[config.mk]
export PLATFORM = sky130hd
export DESIGN_NAME = keyed_count_table
export DESIGN_NICKNAME = d
export VERILOG_FILES = /design/src/sv/kct_pkg.sv /design/src/sv/kct_mem.sv /design/src/sv/keyed_count_table.sv
export SDC_FILE = /design/constraint.sdc
export NUM_CORES = 1
export LEC_CHECK = 0
export BUFFER_PORTS_ARGS = -buffer_cell sky130_fd_sc_hd__buf_2
export CAP_MARGIN = 20
export CORE_AREA = 5 5 222 439
export CTS_CLUSTER_SIZE = 8
export DETAILED_ROUTE_END_ITERATION = 8
export DIE_AREA = 0 0 227 444
export PLACE_DENSITY = 0.61
export SYNTH_ARGS = -nofsm -noshare
export SYNTH_HDL_FRONTEND = slang
export SYNTH_SLANG_ARGS = --single-unit
export TNS_END_PERCENT = 30
[constraint.sdc]
create_clock -name clk -period 5.63 [get_ports clk]
set_clock_uncertainty 0.1 [all_clocks]
set_input_delay 0.563 -clock clk [delete_from_list [all_inputs] [get_ports clk]]
set_output_delay 0.563 -clock clk [all_outputs]
set_load 0.01 [all_outputs]
[src/sv/kct_pkg.sv]
// Package for the keyed count table: item and result types, operation codes,
// the stored slot format and the controller state type. No dependencies.
package kct_pkg;

	localparam int KEY_W = 10;
	localparam int CNT_W = 31;

	typedef enum logic [1:0] {
		OP_SET = 2'd0,
		OP_ADD = 2'd1,
		OP_SUB = 2'd2,
		OP_GET = 2'd3
	} op_t;

	typedef struct packed {
		op_t              operation;
		logic [KEY_W-1:0] key;
		logic [CNT_W-1:0] amount;
	} req_t;

	typedef struct packed {
		logic             ok;
		logic [CNT_W-1:0] count;
	} rsp_t;

	// One table entry as held in the slot memory.
	typedef struct packed {
		logic [KEY_W-1:0] key;
		logic [CNT_W-1:0] count;
	} slot_t;

	typedef enum logic [1:0] {
		ST_IDLE,
		ST_SCAN,
		ST_UPDATE
	} state_t;

	localparam logic [CNT_W-1:0] CNT_MAX = {CNT_W{1'b1}};

endpackage

[src/sv/kct_mem.sv]
// Slot memory for the keyed count table: one write port, one registered read
// port, and a valid flag per entry so that unwritten slots read as free.
// Depends on kct_pkg.
module kct_mem
	import kct_pkg::*;
#(
	parameter int DEPTH = 16
) (
	input  logic                                  clk,
	input  logic                                  arst_n,
	input  logic                                  wr_en,
	input  logic [(DEPTH > 1 ? $clog2(DEPTH) : 1)-1:0] wr_addr,
	input  slot_t                                 wr_data,
	input  logic                                  rd_en,
	input  logic [(DEPTH > 1 ? $clog2(DEPTH) : 1)-1:0] rd_addr,
	output slot_t                                 rd_data
);

	slot_t            mem [DEPTH];
	logic [DEPTH-1:0] vld_q;
	slot_t            rd_data_q;
	logic             rd_vld_q;

	always_ff @(posedge clk) begin
		if (wr_en) begin
			mem[wr_addr] <= wr_data;
		end
		if (rd_en) begin
			rd_data_q <= mem[rd_addr];
		end
	end

	always_ff @(posedge clk or negedge arst_n) begin
		if (!arst_n) begin
			vld_q    <= '0;
			rd_vld_q <= 1'b0;
		end else begin
			if (wr_en) begin
				vld_q[wr_addr] <= 1'b1;
			end
			if (rd_en) begin
				rd_vld_q <= vld_q[rd_addr];
			end
		end
	end

	// A slot never written since reset is free with a zero count.
	assign rd_data = rd_vld_q ? rd_data_q : '0;

endmodule

[src/sv/keyed_count_table.sv]
// Keyed count table top level: controller, slot scan, read-modify-write and
// the result register. Depends on kct_pkg and kct_mem.
//
//  channel | direction | handshake          | payload
//  req     | in        | req_valid/req_stall | req_t (operation, key, amount)
//  rsp     | out       | rsp_valid/rsp_stall | rsp_t (ok, count)
//
// An item is accepted in ST_IDLE, reads every slot in ST_SCAN through the single
// read port of the slot memory, and is written back in ST_UPDATE.
// One item is in work at a time; req_stall is high from acceptance until the
// result is loaded into the output register, which then waits for rsp_stall.
// Reset leaves every slot free at once through per-slot valid flags.
module keyed_count_table
	import kct_pkg::*;
#(
	parameter int SLOTS = 16
) (
	input  logic clk,
	input  logic arst_n,
	input  logic req_valid,
	output logic req_stall,
	input  req_t req,
	output logic rsp_valid,
	input  logic rsp_stall,
	output rsp_t rsp
);

	localparam int               IW   = SLOTS > 1 ? $clog2(SLOTS) : 1;
	localparam logic [IW-1:0]    LAST = IW'(SLOTS - 1);

	state_t          state_q, state_d;
	req_t            item_q;
	logic [IW-1:0]   scan_idx_q;
	logic [IW-1:0]   rd_idx_s1;
	logic            issue_done_q;
	logic            rvalid_s1, rlast_s1;
	logic            found_q, free_q;
	logic [IW-1:0]   hit_idx_q, free_idx_q;
	logic [CNT_W-1:0] hit_cnt_q;
	rsp_t            out_q;
	logic            out_valid_q;

	logic            accept, rd_en, upd_go;
	logic            do_write;
	logic [IW-1:0]   wr_addr;
	slot_t           wr_data, rd_data;
	rsp_t            res;
	logic [CNT_W:0]  sum;

	kct_mem #(.DEPTH(SLOTS)) u_mem (
		.clk     (clk),
		.arst_n  (arst_n),
		.wr_en   (upd_go && do_write),
		.wr_addr (wr_addr),
		.wr_data (wr_data),
		.rd_en   (rd_en),
		.rd_addr (scan_idx_q),
		.rd_data (rd_data)
	);

	// Next state
	always_comb begin
		state_d = state_q;
		case (state_q)
			ST_IDLE: begin
				if (req_valid) state_d = ST_SCAN;
			end
			ST_SCAN: begin
				if (rvalid_s1 && rlast_s1) state_d = ST_UPDATE;
			end
			ST_UPDATE: begin
				if (!out_valid_q || !rsp_stall) state_d = ST_IDLE;
			end
			default: state_d = ST_IDLE;
		endcase
	end

	// Controller outputs
	always_comb begin
		req_stall = 1'b1;
		rd_en     = 1'b0;
		upd_go    = 1'b0;
		case (state_q)
			ST_IDLE:   req_stall = 1'b0;
			ST_SCAN:   rd_en     = !issue_done_q;
			ST_UPDATE: upd_go    = !out_valid_q || !rsp_stall;
			default:   req_stall = 1'b1;
		endcase
	end

	assign accept = req_valid && !req_stall;

	always_ff @(posedge clk or negedge arst_n) begin
		if (!arst_n) begin
			state_q      <= ST_IDLE;
			scan_idx_q   <= '0;
			issue_done_q <= 1'b0;
			rvalid_s1    <= 1'b0;
			rlast_s1     <= 1'b0;
			found_q      <= 1'b0;
			free_q       <= 1'b0;
			out_valid_q  <= 1'b0;
		end else begin
			state_q   <= state_d;
			rvalid_s1 <= rd_en;
			rlast_s1  <= rd_en && (scan_idx_q == LAST);
			if (accept) begin
				scan_idx_q   <= '0;
				issue_done_q <= 1'b0;
				found_q      <= 1'b0;
				free_q       <= 1'b0;
			end else begin
				if (rd_en) begin
					if (scan_idx_q == LAST) issue_done_q <= 1'b1;
					else scan_idx_q <= scan_idx_q + 1'b1;
				end
				// Keys are unique, so the first match is the only one; the
				// first free slot is the lowest-indexed one.
				if (rvalid_s1) begin
					if (!found_q && rd_data.key == item_q.key) found_q <= 1'b1;
					if (!free_q && rd_data.key == '0) free_q <= 1'b1;
				end
			end
			if (upd_go) out_valid_q <= 1'b1;
			else if (!rsp_stall) out_valid_q <= 1'b0;
		end
	end

	// Payload registers
	always_ff @(posedge clk) begin
		if (accept) item_q <= req;
		// The slot index travels alongside the registered read.
		if (rd_en) rd_idx_s1 <= scan_idx_q;
		if (rvalid_s1) begin
			if (!found_q && rd_data.key == item_q.key) begin
				hit_idx_q <= rd_idx_s1;
				hit_cnt_q <= rd_data.count;
			end
			if (!free_q && rd_data.key == '0) free_idx_q <= rd_idx_s1;
		end
		if (upd_go) out_q <= res;
	end

	// Read-modify-write of the chosen slot and the result
	always_comb begin
		sum      = {1'b0, hit_cnt_q} + {1'b0, item_q.amount};
		do_write = 1'b0;
		wr_addr  = hit_idx_q;
		wr_data  = '{key: item_q.key, count: item_q.amount};
		res      = '0;
		if (item_q.key != '0) begin
			case (item_q.operation)
				OP_SET, OP_ADD: begin
					if (found_q) begin
						do_write = 1'b1;
						res.ok   = 1'b1;
						if (item_q.operation == OP_ADD) begin
							wr_data.count = sum[CNT_W] ? CNT_MAX : sum[CNT_W-1:0];
						end else if (item_q.amount == '0) begin
							// Setting a present key to zero frees its slot.
							wr_data.key = '0;
						end
						res.count = wr_data.count;
					end else if (free_q) begin
						do_write  = 1'b1;
						wr_addr   = free_idx_q;
						res.ok    = 1'b1;
						res.count = item_q.amount;
					end
				end
				OP_SUB: begin
					if (found_q) begin
						if (item_q.amount > hit_cnt_q) begin
							res.count = hit_cnt_q;
						end else begin
							do_write      = 1'b1;
							wr_data.count = hit_cnt_q - item_q.amount;
							res.ok        = 1'b1;
							res.count     = wr_data.count;
						end
					end
				end
				OP_GET: begin
					if (found_q) begin
						res.ok    = 1'b1;
						res.count = hit_cnt_q;
					end
				end
				default: res = '0;
			endcase
		end
	end

	assign rsp_valid = out_valid_q;
	assign rsp       = out_q;

	a_rsp_from_update: assert property (@(posedge clk) disable iff (!arst_n)
		$rose(rsp_valid) |-> $past(state_q) == ST_UPDATE)
		else $error("result appeared without a write-back step");

	a_read_in_scan: assert property (@(posedge clk) disable iff (!arst_n)
		rvalid_s1 |-> state_q == ST_SCAN)
		else $error("slot read returned outside the scan");

	a_write_nonzero_key: assert property (@(posedge clk) disable iff (!arst_n)
		(upd_go && do_write) |-> item_q.key != '0)
		else $error("table written for an item with key zero");

	a_no_write_on_get: assert property (@(posedge clk) disable iff (!arst_n)
		(upd_go && do_write) |-> item_q.operation != OP_GET)
		else $error("get item modified the table");

	a_idle_after_update: assert property (@(posedge clk) disable iff (!arst_n)
		upd_go |=> state_q == ST_IDLE && rsp_valid)
		else $error("write-back did not complete the item");

endmodule
==> flow_metrics.env <==
export IMPL_status="complete, no violations"
export IMPL_cts_root_buf="clkbuf_16"
export IMPL_slew_headroom=0.224
export IMPL_crit_fanout=18
export IMPL_slowest_delay_ns=0.74
export IMPL_synth_fa_ha_area_frac=0.0224
export IMPL_layout_nets=2517
export IMPL_async_flop_share=0.0344
export IMPL_ys_ff_latch=844
export IMPL_cp_end_kind="flop"
export IMPL_holdWs_ns=0.0596
export IMPL_cap_violations=0
export IMPL_hold_start="req_valid"
export IMPL_hold_depth=3
export IMPL_htree_levels=3
export IMPL_ys_flop_type="edfxtp_1"
export IMPL_synth_xor_area_frac=0.0128
export IMPL_fp_dieH_um=444
export IMPL_slew_viol_final=0
export IMPL_grt_overflow_total=0
export IMPL_vdd_drop_max_v=0.000257
export IMPL_layout_common_cells="edfxtp_1, mux4_2, clkbuf_16"
export IMPL_dr_pass1_iters=8
export IMPL_period_minus_slack_ns=4.93
export IMPL_drc=0
export IMPL_netlist_area_um2=37000
export IMPL_post_dp_hpwl_um=73700
export IMPL_grt_pass1_wl_um=161000
export IMPL_cts_buffers=115
export IMPL_placementRows=159
export IMPL_rsz0062_at_grt="no"
export IMPL_power_leakage_nw=14.4
export IMPL_drt_iter0_drc=1841
export IMPL_synth_top_family_by_area="multiplexers"
export IMPL_grt_usage=0.221
export IMPL_grt_max_degree=87
export IMPL_reg2reg_to="u_mem.mem[11][12]"
export IMPL_cp_data_required_time_ns=6.06
export IMPL_crit_family="simple AND/OR/NAND/NOR gates"
export IMPL_yosysUniqueCellTypes=102
export IMPL_hp_class="in2reg"
export IMPL_via_count=21800
export IMPL_worst_pin_slew_ns=1.15
export IMPL_antenna_found_initial=1
export IMPL_muxShareOfSynthArea=0.130
export IMPL_layout_setup_ws_ns=0.695
export IMPL_synth_edf_count=815
export IMPL_synth_simple_area_share=0.0585
export IMPL_clk_path_buf_depth=3
export IMPL_cp_slowest_cell="edfxtp_1"
export IMPL_clk_latency_ns=0.73
export IMPL_core_area_um2=93700
export IMPL_final_hold_viol_count=0
export IMPL_final_setup_viol_count=0
export IMPL_rr_worst_depth=12
export IMPL_final_common_cell="edfxtp_1"
export IMPL_synth_cells=2178
export IMPL_final_core_util=0.461
export IMPL_area_growth_pct=16.8
export IMPL_detail_route_wl_per_cell_um=30.5
export IMPL_place_congestion=1.02
export IMPL_die_w_um=227
export IMPL_crit_chain="inv_1 > ha_1 > nor3_1 > nand3_1 > or3_1 > a211oi_4 > nor4_4 > buf_4 > a21oi_1 > a21oi_1 > o21ai_0 > buf_4"
export IMPL_synth_seq_area_share=0.681
export IMPL_syn_avg_cell_area_um2=17.0
export IMPL_r2r_start="item_q[27]"
export IMPL_finalPower_mw=18.8
export IMPL_tns_ns=0
export IMPL_wl_um=112000
export IMPL_cts_tree="yes"
export IMPL_timing_fmax_ghz=0.203
export IMPL_critPathLaunchType="flop"
export IMPL_synth_compound_area_frac=0.0744
export IMPL_drtAntennaViolNets=0
export IMPL_io_pins=81
export IMPL_power_density_nw_per_um2=435
export IMPL_critPathKind="reg2reg"
export IMPL_dieArea_um2=101000
export IMPL_timing_critical_path_buf_inv=3
export IMPL_grt_pass1_vias=23100
export IMPL_reg2reg_slack_ns=0.70
export IMPL_via_per_inst=5.93
export IMPL_hold_end="state_q[0]"
export IMPL_synth_fp_nets=2290
export IMPL_numPortBuffers=80
export IMPL_drive_gt1_frac=0.238
export IMPL_cts_sinks=844
export IMPL_cts_resized=0
export IMPL_fill_cells=7953
export IMPL_pre_cts_ws_ns=0.749
export IMPL_period_share=0.877
export IMPL_arrival_ns=5.37
export IMPL_yosysWarningCount=0
export IMPL_clkTransAtPathRegs_ns=0.05
export IMPL_initial_utilization=0.395
## area by class of cell
| class | count | area (um2) | area share |
|---|---|---|---|
| Antenna cell | 2 | 5.00 | 0.000116 |
| Clock buffer | 165 | 3090 | 0.0714 |
| Clock inverter | 7 | 139 | 0.00321 |
| Inverter | 68 | 256 | 0.00594 |
| Multi-Input combinational cell | 1154 | 11200 | 0.259 |
| Sequential cell | 844 | 25200 | 0.584 |
| Tap cell | 1207 | 1510 | 0.0350 |
| Timing Repair Buffer | 222 | 1800 | 0.0418 |
## Yosys cell counts (37+ instances only)
library cell / n / area [um2]
and2_1: 38 / 238
clkbuf_1: 53 / 199
o21ai_0: 68 / 340
nor2_1: 118 / 443
inv_1: 59 / 221
a21oi_1: 109 / 546
mux4_2: 210 / 4730
xnor2_1: 42 / 368
edfxtp_1: 815 / 24500
nand3_1: 37 / 185
ha_1: 63 / 788
nand2_1: 81 / 304
## power by group
part / total (mW) / internal [mW] / leakage [nW] / switching (mW)
sequential: 8.06 / 7.61 / 7.83 / 0.451
clock: 6.32 / 3.74 / 1.54 / 2.58
combinational: 4.40 / 2.02 / 5.06 / 2.38
## stage by stage
stage	instances	instance area (um2)
4_1_cts	3663	43200
3_3_place_gp	3446	39500
3_5_place_dp	3446	39500
2_1_floorplan	2178	37000
5_1_grt	3668	43200
6_report	3669	43200
## registers in the layout, summed over array words and instances (netlist names), 2 cells and up
name             count
item_q              43
u_mem.rd_data_q     41
u_mem.mem          656
hit_cnt_q           31
scan_idx_q           4
free_idx_q           4
hit_idx_q            4
rsp                 32
rd_idx_s1            4
u_mem.vld_q         16
state_q              2
## what timing repair did
item	4_1_cts	5_1_grt
hold buffers	45	0
buffers inserted	0	0
hold endpoints to repair	73	0
## worst register-to-register path, delay by kind of cell (launching register included)
kind,cells,cell delay [ns]
AND/OR/NAND/NOR,4,1.41
AO/OA/AOI/OAI,4,1.30
adder cells (fa/ha/maj),1,0.52
flip-flops,1,0.74
buffers and inverters,3,0.68
## metal layers
| metal | routed length, um | GRT usage |
|---|---|---|
| met1 | 37200 | 0.231 |
| met2 | 61100 | 0.408 |
| met3 | 5300 | 0.0323 |
| met4 | 8360 | 0.142 |
| met5 | 0 | 0 |
## kinds of logic (layout without fill, tap and decap cells)
group,Yosys count,after routing
AND/OR/NAND/NOR,418,418
AO/OA/AOI/OAI,400,400
other,0,2
flip-flops,844,844
XOR/XNOR,54,54
multiplexers,217,217
buffers and inverters,180,462
adder cells (fa/ha/maj),65,65
## worst max path at each step
stage | start | endpoint | slack, ns | depth (start not counted)
6_report | item_q[27] | u_mem.mem[11][12] | 0.70 | 12
5_1_grt | item_q[27] | u_mem.mem[11][12] | 0.54 | 12
4_1_cts | item_q[16] | u_mem.mem[6][1] | 0.68 | 11
3_5_place_dp | item_q[16] | u_mem.mem[14][1] | 0.75 | 11
3_3_place_gp | item_q[27] | u_mem.mem[14][12] | 0.98 | 12
2_1_floorplan | rsp_stall | u_mem.mem[11][0] | 0.55 | 4
(Power assumes the default switching activity.)
